File: config.mk
export PLATFORM = sky130hd
export DESIGN_NAME = hufd_walker
export DESIGN_NICKNAME = d
export VERILOG_FILES = /design/src/rtl/hufd_pkg.sv /design/src/rtl/hufd_walker.sv
export SDC_FILE = /design/constraint.sdc
export NUM_CORES = 1
export LEC_CHECK = 0
export ABC_AREA = 1
export BUFFER_PORTS_ARGS = -buffer_cell sky130_fd_sc_hd__buf_4
export CAP_MARGIN = 10
export CORE_UTILIZATION = 55
export DETAILED_ROUTE_END_ITERATION = 12
export MAX_ROUTING_LAYER = met4
export PLACE_DENSITY_LB_ADDON = 0.15
export SETUP_SLACK_MARGIN = 0.4
export SLEW_MARGIN = 20
export SYNTH_ARGS = -nofsm -noshare
export SYNTH_HDL_FRONTEND = slang
export SYNTH_SLANG_ARGS = --single-unit
File: constraint.sdc
create_clock -name i_clk -period 3.29 [get_ports i_clk]
set_clock_uncertainty 0.15 [all_clocks]
set_input_delay 0.1645 -clock i_clk [delete_from_list [all_inputs] [get_ports i_clk]]
set_output_delay 0.1645 -clock i_clk [all_outputs]
set_load 0.01 [all_outputs]
File: src/rtl/hufd_pkg.sv
// hufd_pkg: shared types and constants of the huffman table decoder
// node word layout, request codes and the request bundle to the walker
// no dependencies
package hufd_pkg;

    localparam int SYMBOL_BITS = 8;
    localparam int MAX_NODES   = 512;

    localparam int IDX_W      = 9;
    localparam int BYTE_BITS  = 8;
    localparam int VBITS_W    = 4;
    localparam int SYM_W      = (SYMBOL_BITS < 8) ? SYMBOL_BITS : 8;
    localparam int NODE_DEPTH = (MAX_NODES < 512) ? MAX_NODES : 512;
    localparam int ADDR_W     = $clog2(NODE_DEPTH);
    localparam int NODE_W     = 1 + 2 * IDX_W + SYM_W;

    localparam logic [IDX_W-1:0] ROOT_IDX = '0;

    typedef enum logic {
        REQ_LOAD   = 1'b0,
        REQ_DECODE = 1'b1
    } t_req_type;

    typedef struct packed {
        logic             leaf;
        logic [IDX_W-1:0] left;
        logic [IDX_W-1:0] right;
        logic [SYM_W-1:0] sym;
    } t_node;

    typedef struct packed {
        logic               load;
        logic               decode;
        logic [7:0]         code_byte;
        logic [VBITS_W-1:0] valid_bits;
    } t_req;

endpackage

File: src/rtl/hufd_walker.sv
// hufd_walker: tree walk sequencer, one code bit per node-table read
// keeps root and current node copies, holds back one symbol to mark the last
// depends on hufd_pkg
module hufd_walker
    import hufd_pkg::*;
(
    input  logic             i_clk,
    input  logic             i_rst_n,
    input  t_req             i_req,
    input  t_node            i_rd_node,
    output logic [IDX_W-1:0] o_rd_idx,
    output logic             o_busy,
    output logic             o_valid,
    output logic [7:0]       o_symbol,
    output logic             o_last
);

    typedef enum logic [2:0] {
        S_IDLE,
        S_FILL,
        S_FILL_CAP,
        S_WALK,
        S_FLUSH
    } t_state;

    t_state             r_state,     n_state;
    logic [7:0]         r_byte,      n_byte;
    logic [VBITS_W-1:0] r_left,      n_left;
    logic               r_wait,      n_wait;
    logic [IDX_W-1:0]   r_nxt_idx,   n_nxt_idx;
    logic [IDX_W-1:0]   r_cur_idx,   n_cur_idx;
    t_node              r_cur_node,  n_cur_node;
    logic               r_cur_ok,    n_cur_ok;
    t_node              r_root_node, n_root_node;
    logic               r_root_ok,   n_root_ok;
    logic               r_pend_ok,   n_pend_ok;
    logic [SYM_W-1:0]   r_pend_sym,  n_pend_sym;
    logic               r_valid,     n_valid;
    logic [7:0]         r_symbol,    n_symbol;
    logic               r_last,      n_last;

    t_node              c_node;
    logic [IDX_W-1:0]   c_idx;
    logic [IDX_W-1:0]   c_child;
    logic               c_res_emit;
    logic               c_emit;
    logic [SYM_W-1:0]   c_emit_sym;

    always_comb begin
        n_state     = r_state;
        n_byte      = r_byte;
        n_left      = r_left;
        n_wait      = r_wait;
        n_nxt_idx   = r_nxt_idx;
        n_cur_idx   = r_cur_idx;
        n_cur_node  = r_cur_node;
        n_cur_ok    = r_cur_ok;
        n_root_node = r_root_node;
        n_root_ok   = r_root_ok;
        n_pend_ok   = r_pend_ok;
        n_pend_sym  = r_pend_sym;
        n_valid     = 1'b0;
        n_symbol    = r_symbol;
        n_last      = r_last;
        o_rd_idx    = r_nxt_idx;
        c_node      = r_cur_node;
        c_idx       = r_cur_idx;
        c_child     = r_cur_node.left;
        c_res_emit  = 1'b0;
        c_emit      = 1'b0;
        c_emit_sym  = r_cur_node.sym;

        unique case (r_state)
            S_IDLE: begin
                if (i_req.load) begin
                    // table contents may have changed
                    n_cur_ok  = 1'b0;
                    n_root_ok = 1'b0;
                end else if (i_req.decode && (i_req.valid_bits != '0)) begin
                    n_byte  = i_req.code_byte;
                    n_left  = (i_req.valid_bits > VBITS_W'(BYTE_BITS)) ?
                              VBITS_W'(BYTE_BITS) : i_req.valid_bits;
                    n_wait  = 1'b0;
                    n_state = (r_root_ok && r_cur_ok) ? S_WALK : S_FILL;
                end
            end
            S_FILL: begin
                o_rd_idx = r_root_ok ? r_cur_idx : ROOT_IDX;
                n_state  = S_FILL_CAP;
            end
            S_FILL_CAP: begin
                if (!r_root_ok) begin
                    n_root_node = i_rd_node;
                    n_root_ok   = 1'b1;
                    n_state     = r_cur_ok ? S_WALK : S_FILL;
                end else begin
                    n_cur_node = i_rd_node;
                    n_cur_ok   = 1'b1;
                    n_state    = S_WALK;
                end
            end
            S_WALK: begin
                // resolve the child read issued last cycle
                if (r_wait) begin
                    if (i_rd_node.leaf) begin
                        c_res_emit = 1'b1;
                        c_emit     = 1'b1;
                        c_emit_sym = i_rd_node.sym;
                        c_node     = r_root_node;
                        c_idx      = ROOT_IDX;
                    end else begin
                        c_node = i_rd_node;
                        c_idx  = r_nxt_idx;
                    end
                end
                n_cur_node = c_node;
                n_cur_idx  = c_idx;
                n_wait     = 1'b0;
                c_child    = r_byte[7] ? c_node.right : c_node.left;
                // a leaf root right after a leaf hit consumes no code bit yet
                if ((r_left != '0) && !(c_res_emit && r_root_node.leaf)) begin
                    n_byte = {r_byte[6:0], 1'b0};
                    n_left = r_left - VBITS_W'(1);
                    if (c_node.leaf) begin
                        c_emit     = 1'b1;
                        c_emit_sym = c_node.sym;
                        n_cur_node = r_root_node;
                        n_cur_idx  = ROOT_IDX;
                    end else begin
                        o_rd_idx  = c_child;
                        n_nxt_idx = c_child;
                        n_wait    = 1'b1;
                    end
                end
                if ((n_left == '0) && !n_wait) begin
                    n_state = S_FLUSH;
                end
            end
            S_FLUSH: begin
                if (r_pend_ok) begin
                    n_valid   = 1'b1;
                    n_symbol  = 8'(r_pend_sym);
                    n_last    = 1'b1;
                    n_pend_ok = 1'b0;
                end
                n_state = S_IDLE;
            end
            default: begin
                n_state = S_IDLE;
            end
        endcase

        // a new symbol releases the held one as not last
        if (c_emit) begin
            if (r_pend_ok) begin
                n_valid  = 1'b1;
                n_symbol = 8'(r_pend_sym);
                n_last   = 1'b0;
            end
            n_pend_ok  = 1'b1;
            n_pend_sym = c_emit_sym;
        end
    end

    always_ff @(posedge i_clk) begin
        if (!i_rst_n) begin
            r_state   <= S_IDLE;
            r_left    <= '0;
            r_wait    <= 1'b0;
            r_cur_idx <= ROOT_IDX;
            r_cur_ok  <= 1'b0;
            r_root_ok <= 1'b0;
            r_pend_ok <= 1'b0;
            r_valid   <= 1'b0;
        end else begin
            r_state   <= n_state;
            r_left    <= n_left;
            r_wait    <= n_wait;
            r_cur_idx <= n_cur_idx;
            r_cur_ok  <= n_cur_ok;
            r_root_ok <= n_root_ok;
            r_pend_ok <= n_pend_ok;
            r_valid   <= n_valid;
        end
        r_byte      <= n_byte;
        r_nxt_idx   <= n_nxt_idx;
        r_cur_node  <= n_cur_node;
        r_root_node <= n_root_node;
        r_pend_sym  <= n_pend_sym;
        r_symbol    <= n_symbol;
        r_last      <= n_last;
    end

    assign o_busy   = (r_state != S_IDLE);
    assign o_valid  = r_valid;
    assign o_symbol = r_symbol;
    assign o_last   = r_last;

endmodule

==> results of run 1 <==
==> through the flow <==
step,setup WS [ns],std cells,cell area (sq um),util,hold WS [ns]
after floorplan,0.9339,655,5662,-,0.1121
after global placement,0.9453,827,6188,0.6273,0.2131
after detailed placement,0.8526,827,6188,0.6273,0.2116
after CTS,0.4742,880,6756,0.6849,0.02051
after global routing,0.4370,880,6758,0.6851,0.05998
final,0.6247,880,6758,0.6851,0.04968
==> power by group <==
group	total, mW	internal, mW	switching [mW]
Clock	0.821	0.360	0.462
Combinational	0.577	0.220	0.357
Sequential	1.59	1.56	0.0313
==> layout by cell type (no fill, tap or decap), types with 5 or more instances in the layout <==
master         instances
a21oi_2                8
inv_1                 29
dlygate4sd3_1         37
a21oi_1               65
nand3_1               32
nor2_1                70
buf_4                 74
nand4_1               17
o21ai_1                9
nand2_1              174
o22ai_1                8
clkbuf_8               9
o21ai_0               55
dfxtp_1               20
a211oi_1               9
o211ai_1               5
edfxtp_1              88
inv_2                  7
==> timing repair <==
item                                    4_1_cts  5_1_grt
endpoints found under the setup margin        0        9
hold buffers                                 37        0
resized for setup                             0        1
endpoints found under the hold margin        59        0
==> area by class of cell <==
type                       instances  area [sq um]
clock buffer                      10         127.6
clock inverter                     6         70.07
fill                             782          3107
inverter                          39         147.6
multi-input combinational        472          2256
sequential                       109          3064
tap                              133         166.4
timing repair buffer             111         925.9
==> metal layers <==
metal	wire, um	up-vias	track usage
li1	-	2432	-
met1	5735	2350	0.3512
met2	6986	218	0.4651
met3	952	34	0.05444
met4	287	0	0.1051
met5	0	-	-
==> state kept, by name, summed over array words and instances (netlist names), named ones only <==
| name | count |
|---|---|
| r_cur_node | 27 |
| r_root_node | 27 |
| r_cur_idx | 9 |
| r_nxt_idx | 9 |
| r_byte | 8 |
| r_pend_sym | 8 |
| r_left | 4 |
| r_state | 3 |
| o_valid | 1 |
| r_cur_ok | 1 |
| r_pend_ok | 1 |
| r_root_ok | 1 |
| r_wait | 1 |
==> how the worst max path moves through the flow <==
| stage | to | slack [ns] | cells after the start | startpoint |
|---|---|---|---|---|
| after floorplan | r_root_node[0] | 0.93 | 4 | r_state[1] |
| after global placement | o_rd_idx[8] | 0.95 | 8 | r_wait |
| after detailed placement | flip-flop | 0.85 | 6 | r_wait |
| after CTS | o_rd_idx[8] | 0.47 | 8 | r_wait |
| after global routing | o_rd_idx[4] | 0.44 | 8 | r_wait |
| final | o_rd_idx[8] | 0.62 | 8 | r_wait |
==> cell families after synthesis <==
kind of cell / share of synthesized area
AOI/OAI and AO/OA: 0.1620
DFF: 0.5410
and+or+nand+nor: 0.2338
buffers and inverters: 0.06099
adders and majority gates: 0.002210
==> worst max-delay path: stages, from the launching register on <==
cell and delay (ns):
dfxtp_2 0.44, inv_2 0.32, nand2_1 0.17, nand3_4 0.17
clkinv_2 0.22, nand3_1 0.19, o21ai_0 0.09, o21ai_0 0.22
buf_4 0.17
==> synth_stat cells, types with 4 or more instances <==
library cell / n / area [sq um]
a21oi_1: 65 / 325.3
buf_6: 5 / 56.30
nor2_1: 71 / 266.5
o21ai_1: 9 / 45.04
clkbuf_1: 8 / 30.03
inv_1: 29 / 108.9
buf_2: 14 / 70.07
nand3_1: 32 / 160.2
dfxtp_1: 21 / 420.4
o22ai_1: 8 / 50.05
buf_1: 5 / 18.77
edfxtp_1: 88 / 2643
o21ai_0: 55 / 275.3
inv_2: 7 / 26.28
a211oi_1: 9 / 67.56
a21oi_2: 8 / 70.07
nand2_1: 174 / 653.1
nand4_1: 17 / 106.4
o21a_1: 4 / 30.03
o211ai_1: 5 / 37.54
==> out/qor.csv, run 1 <==
metric;value;unit
final_antenna_net_count;0;
cap_violations;0;
drc;0;
slew_viol_final;0;
cts.sinks;109;
grt_pass1_vias;4783;
reg2reg_from;r_left[0];
die_area;10700;sq um
ys.flop_type;edfxtp_1;
syn2layout_area_growth;19.36;%
ios;63;
cts_root_buf;clkbuf_8;
critical_path_arrival;2.35;ns
globalplace.congestion;0.8270;
clkTransAtPathRegs;0.10;ns
min_period;2.665;ns
place_hpwl;8912;um
min_path_type;input pin to flip-flop;
hold_viol_final;0;
vdd_drop_max;234.3;uV
cts_htree_levels;3;
grt_pass1_wl;22210;um
ys_types;33;
holdPathStages;5;
power.total;2.988;mW
core-area;9864;sq um
wirelength;13960;um
finalSetupViolations;0;
synth_nets;699;
die_y;103.5;um
drtIter0Drc;391;
slew-limit-headroom;0.6012;
vias_per_cell;5.720;
finalCritPeriodShare;0.8101;
grt_usage;0.2841;
fmax;0.3752;GHz
rrSetupSlack;0.95;ns
ys_warn_count;0;
port_buffers;62;
syn_avg_cell_area;8.644;sq um
nets;786;
num_vias;5034;
crit_path_end_kind;output pin;
rsz0062_at_grt;no;
reg2reg_depth;8;
ys_ff_latch;109;
fp-row-count;36;
ys_async_sr_fraction;0;
leakagePower;2.621;nW
start_kind;flip-flop;
seq_area_frac_synth;0.5410;
grt_max_degree;33;
start_util;0.5739;
netlist_area;5662;sq um
die_w;103.5;um
status;completed;
clock_latency;0.37;ns
postCtsSetupBuffers;0;
tns;0;ns
grt_overflow;0;
path_max_fanout;19;
cts_buffers;9;
worst_pin_slew;0.5967;ns
min_from;i_req[0];
power.density;442.2;nW/um^2
critPathKind;flip-flop to output pin;
synth-edff-count;88;
cts_tree;yes;
cts_buffer_depth;2;
drive_gt1_frac;0.1580;
drt_pre_antenna_iters;5;
critPathRequiredTime;2.98;ns
antenna_found_initial;0;
wl_per_cell;15.86;um
hold_end;r_left[0];
synthCells;655;
n_antenna_cell;0;
Power figures use the tool's default switching activity.
==> run 2: changes to the inputs <==
==> constraint.sdc (replaced) <==
create_clock -name i_clk -period 2.57 [get_ports i_clk]
set_clock_uncertainty 0.15 [all_clocks]
set_input_delay 0.1285 -clock i_clk [delete_from_list [all_inputs] [get_ports i_clk]]
set_output_delay 0.1285 -clock i_clk [all_outputs]
set_load 0.01 [all_outputs]
==> out/qor.csv, run 2 (synthesis gave the netlist of run 1 again) <==
metric;value;unit;change
port_buffers;62;;unchanged
rsz0062_at_grt;yes;;was no
status;completed;;unchanged
wl_per_cell;16.24;um;was 15.86 um
slew-limit-headroom;0.6777;;was 0.6012
drt_pre_antenna_iters;5;;unchanged
multi_input_area;2322;sq um;was 2256 sq um
fp-row-count;36;;unchanged
cts_htree_levels;3;;unchanged
place_hpwl;8862;um;was 8912 um
grt_overflow;0;;unchanged
m1WireLength;5932;um;was 5735 um
start_kind;flip-flop;;unchanged
reg2reg_depth;8;;unchanged
die_area;10700;sq um;unchanged
reg2reg_from;r_left[1];;was r_left[0]
tns;0;ns;unchanged
cts_buffers;9;;unchanged
power.share.switching;0.2880;;was 0.2844
antenna_found_initial;0;;unchanged
drive_gt1_frac;0.1963;;was 0.1580
n_antenna_cell;0;;unchanged
worstReg2RegEnd;r_pend_sym[6];;
layout_commonest_cell;nand2_1;;unchanged
final_cell_mix;nand2_1, edfxtp_1, buf_4;;unchanged
crit_path_end_kind;output pin;;unchanged
slew_viol_final;0;;unchanged
grt_pass1_wl;23020;um;was 22210 um
nets;803;;was 786
die_w;103.5;um;unchanged
p_sw;1.116;mW;was 0.8498 mW
path_max_fanout;10;;was 19
min_from;i_rd_node[26];;was i_req[0]
cap_violations;0;;unchanged
vdd_drop_max;346.4;uV;was 234.3 uV
dpl_cell_area;6242;sq um;was 6188 sq um
num_vias;5195;;was 5034
start_util;0.5739;;unchanged
core-area;9864;sq um;unchanged
wirelength;14570;um;was 13960 um
clkTransAtPathRegs;0.10;ns;about the same
vias_per_cell;5.792;;was 5.720
drc;0;;unchanged
cts_buffer_depth;2;;unchanged
grt_max_degree;35;;was 33
ios;63;;unchanged
met3_length;1047;um;was 952 um
critPathRequiredTime;2.29;ns;was 2.98 ns
final_antenna_net_count;0;;unchanged
reg_top3;r_cur_node (27), r_root_node (27);;unchanged
worst_path_max_delay_cell;edfxtp_1;;was dfxtp_2
highest_layer;met4;;unchanged
crit_path_cell_trace;clkinv_2 > nand2_1 > nand3_2 > o21ai_0 > o21ai_1 > buf_4;;was inv_2 > nand2_1 > nand3_4 > clkinv_2 > nand3_1 > o21ai_0 > o21ai_0 > buf_4
fill_cells;735;;was 782
critPathKind;flip-flop to output pin;;unchanged
seqPwrFrac;0.526;;was 0.532
regArea;3069;sq um;was 3064 sq um
cts_root_buf;clkbuf_8;;unchanged
grt_usage;0.2959;;was 0.2841
globalplace.congestion;0.8514;;was 0.8270
fmax;0.4641;GHz;
clkPwrFrac;0.270;;was 0.275
cts.sinks;109;;unchanged
hold_end;r_root_node[26];;was r_left[0]
die_y;103.5;um;unchanged
finalCritPeriodShare;0.8384;;
holdPathStages;1;;was 5
cts_tree;yes;;unchanged
wl_met2;7173;um;was 6986 um
drtIter0Drc;404;;was 391
leakagePower;2.747;nW;was 2.621 nW
min_period;2.155;ns;
internal_power;2.760;mW;was 2.138 mW
rrSetupSlack;0.53;ns;was 0.95 ns
final_cell_area;7079;sq um;was 6758 sq um
power.density;547.5;nW/um^2;was 442.2 nW/um^2
clock_latency;0.39;ns;was 0.37 ns
grt_pass1_vias;4908;;was 4783
syn2layout_area_growth;25.04;%;was 19.36%
min_path_type;input pin to flip-flop;;unchanged
comb_power_share;0.204;;was 0.193
critical_path_arrival;1.88;ns;was 2.35 ns
slowest_delay;0.60;ns;was 0.44 ns
hold_viol_final;0;;unchanged
worst_pin_slew;0.4827;ns;was 0.5967 ns
finalSetupViolations;0;;unchanged
run 2: changes by cell type in the layout (fill, tap and decap cells not counted), sizes merged:
cell,change
clkbuf,+1
dlygate4sd3,+2
inv,-1
buf,+14
clkinvlp,+1
run 2: worst max path at each step:
| stage | startpoint | endpoint | slack (ns) | cells past startpoint |
|---|---|---|---|---|
| after floorplan | r_left[0] | flip-flop | 0.42 | 8 |
| after global placement | r_left[0] | o_rd_idx[3] | 0.49 | 9 |
| after detailed placement | r_left[0] | r_pend_sym[4] | 0.43 | 8 |
| after CTS | r_wait | o_rd_idx[5] | 0.37 | 8 |
| after global routing | r_left[1] | o_rd_idx[4] | 0.34 | 9 |
| final | r_byte[7] | o_rd_idx[5] | 0.42 | 6 |
run 2: power by group through the flow:
stage / Clock [mW] / Sequential [mW] / Combinational [mW]
final: 1.05 / 2.04 / 0.792
after global routing: 1.12 / 2.05 / 0.878
after CTS: 1.06 / 2.04 / 0.766
after detailed placement: 0 / 2.08 / 0.693
after global placement: 0 / 2.07 / 0.679
after floorplan: 0 / 2.07 / 0.451
run 2: stage by stage:
| step | worst slack, ns | hold WS (ns) | util | power, mW | instances |
|---|---|---|---|---|---|
| CTS | 0.3708 | 0.001923 | 0.7031 | 3.866 | 888 |
| global route | 0.3442 | 0.009089 | 0.7177 | 4.048 | 897 |
| global placement | 0.4891 | 0.1795 | 0.6328 | 2.753 | 830 |
| finish | 0.4153 | 0.02095 | 0.7177 | 3.876 | 897 |
| floorplan | 0.4245 | 0.07613 | - | 2.523 | 655 |
| detailed placement | 0.4303 | 0.1795 | 0.6328 | 2.769 | 830 |
run 2: per-layer routing:
| metal | GRT usage | up-vias |
|---|---|---|
| li1 | - | 2476 |
| met1 | 0.3556 | 2411 |
| met2 | 0.4962 | 266 |
| met3 | 0.04839 | 42 |
| met4 | 0.1224 | 0 |
| met5 | - | - |
run 2: what timing repair did:
action                     CTS  global route
hold endpoints to repair    68             0
setup buffers                2             8
gates cloned                 1             1
hold buffers                39             0
resized for setup           27            26
setup endpoints to repair   10            32
pin swaps                    2             5
run 2: final cells by class:
type | instances | share of cell area
clock buffers | 10 | 0.01803
repair buffers | 128 | 0.1653
clock inverters | 6 | 0.008484
flip-flops and latches | 109 | 0.4335
multi-input cells | 472 | 0.3280
inverters | 39 | 0.02315
well taps | 133 | 0.02351
run 2: critical path: cells and delay by family, from the launching register on:
kind / cells / cell delay [ns]
DFF: 1 / 0.60
buffers and inverters: 2 / 0.41
and+or+nand+nor: 2 / 0.27
AOI/OAI and AO/OA: 2 / 0.20
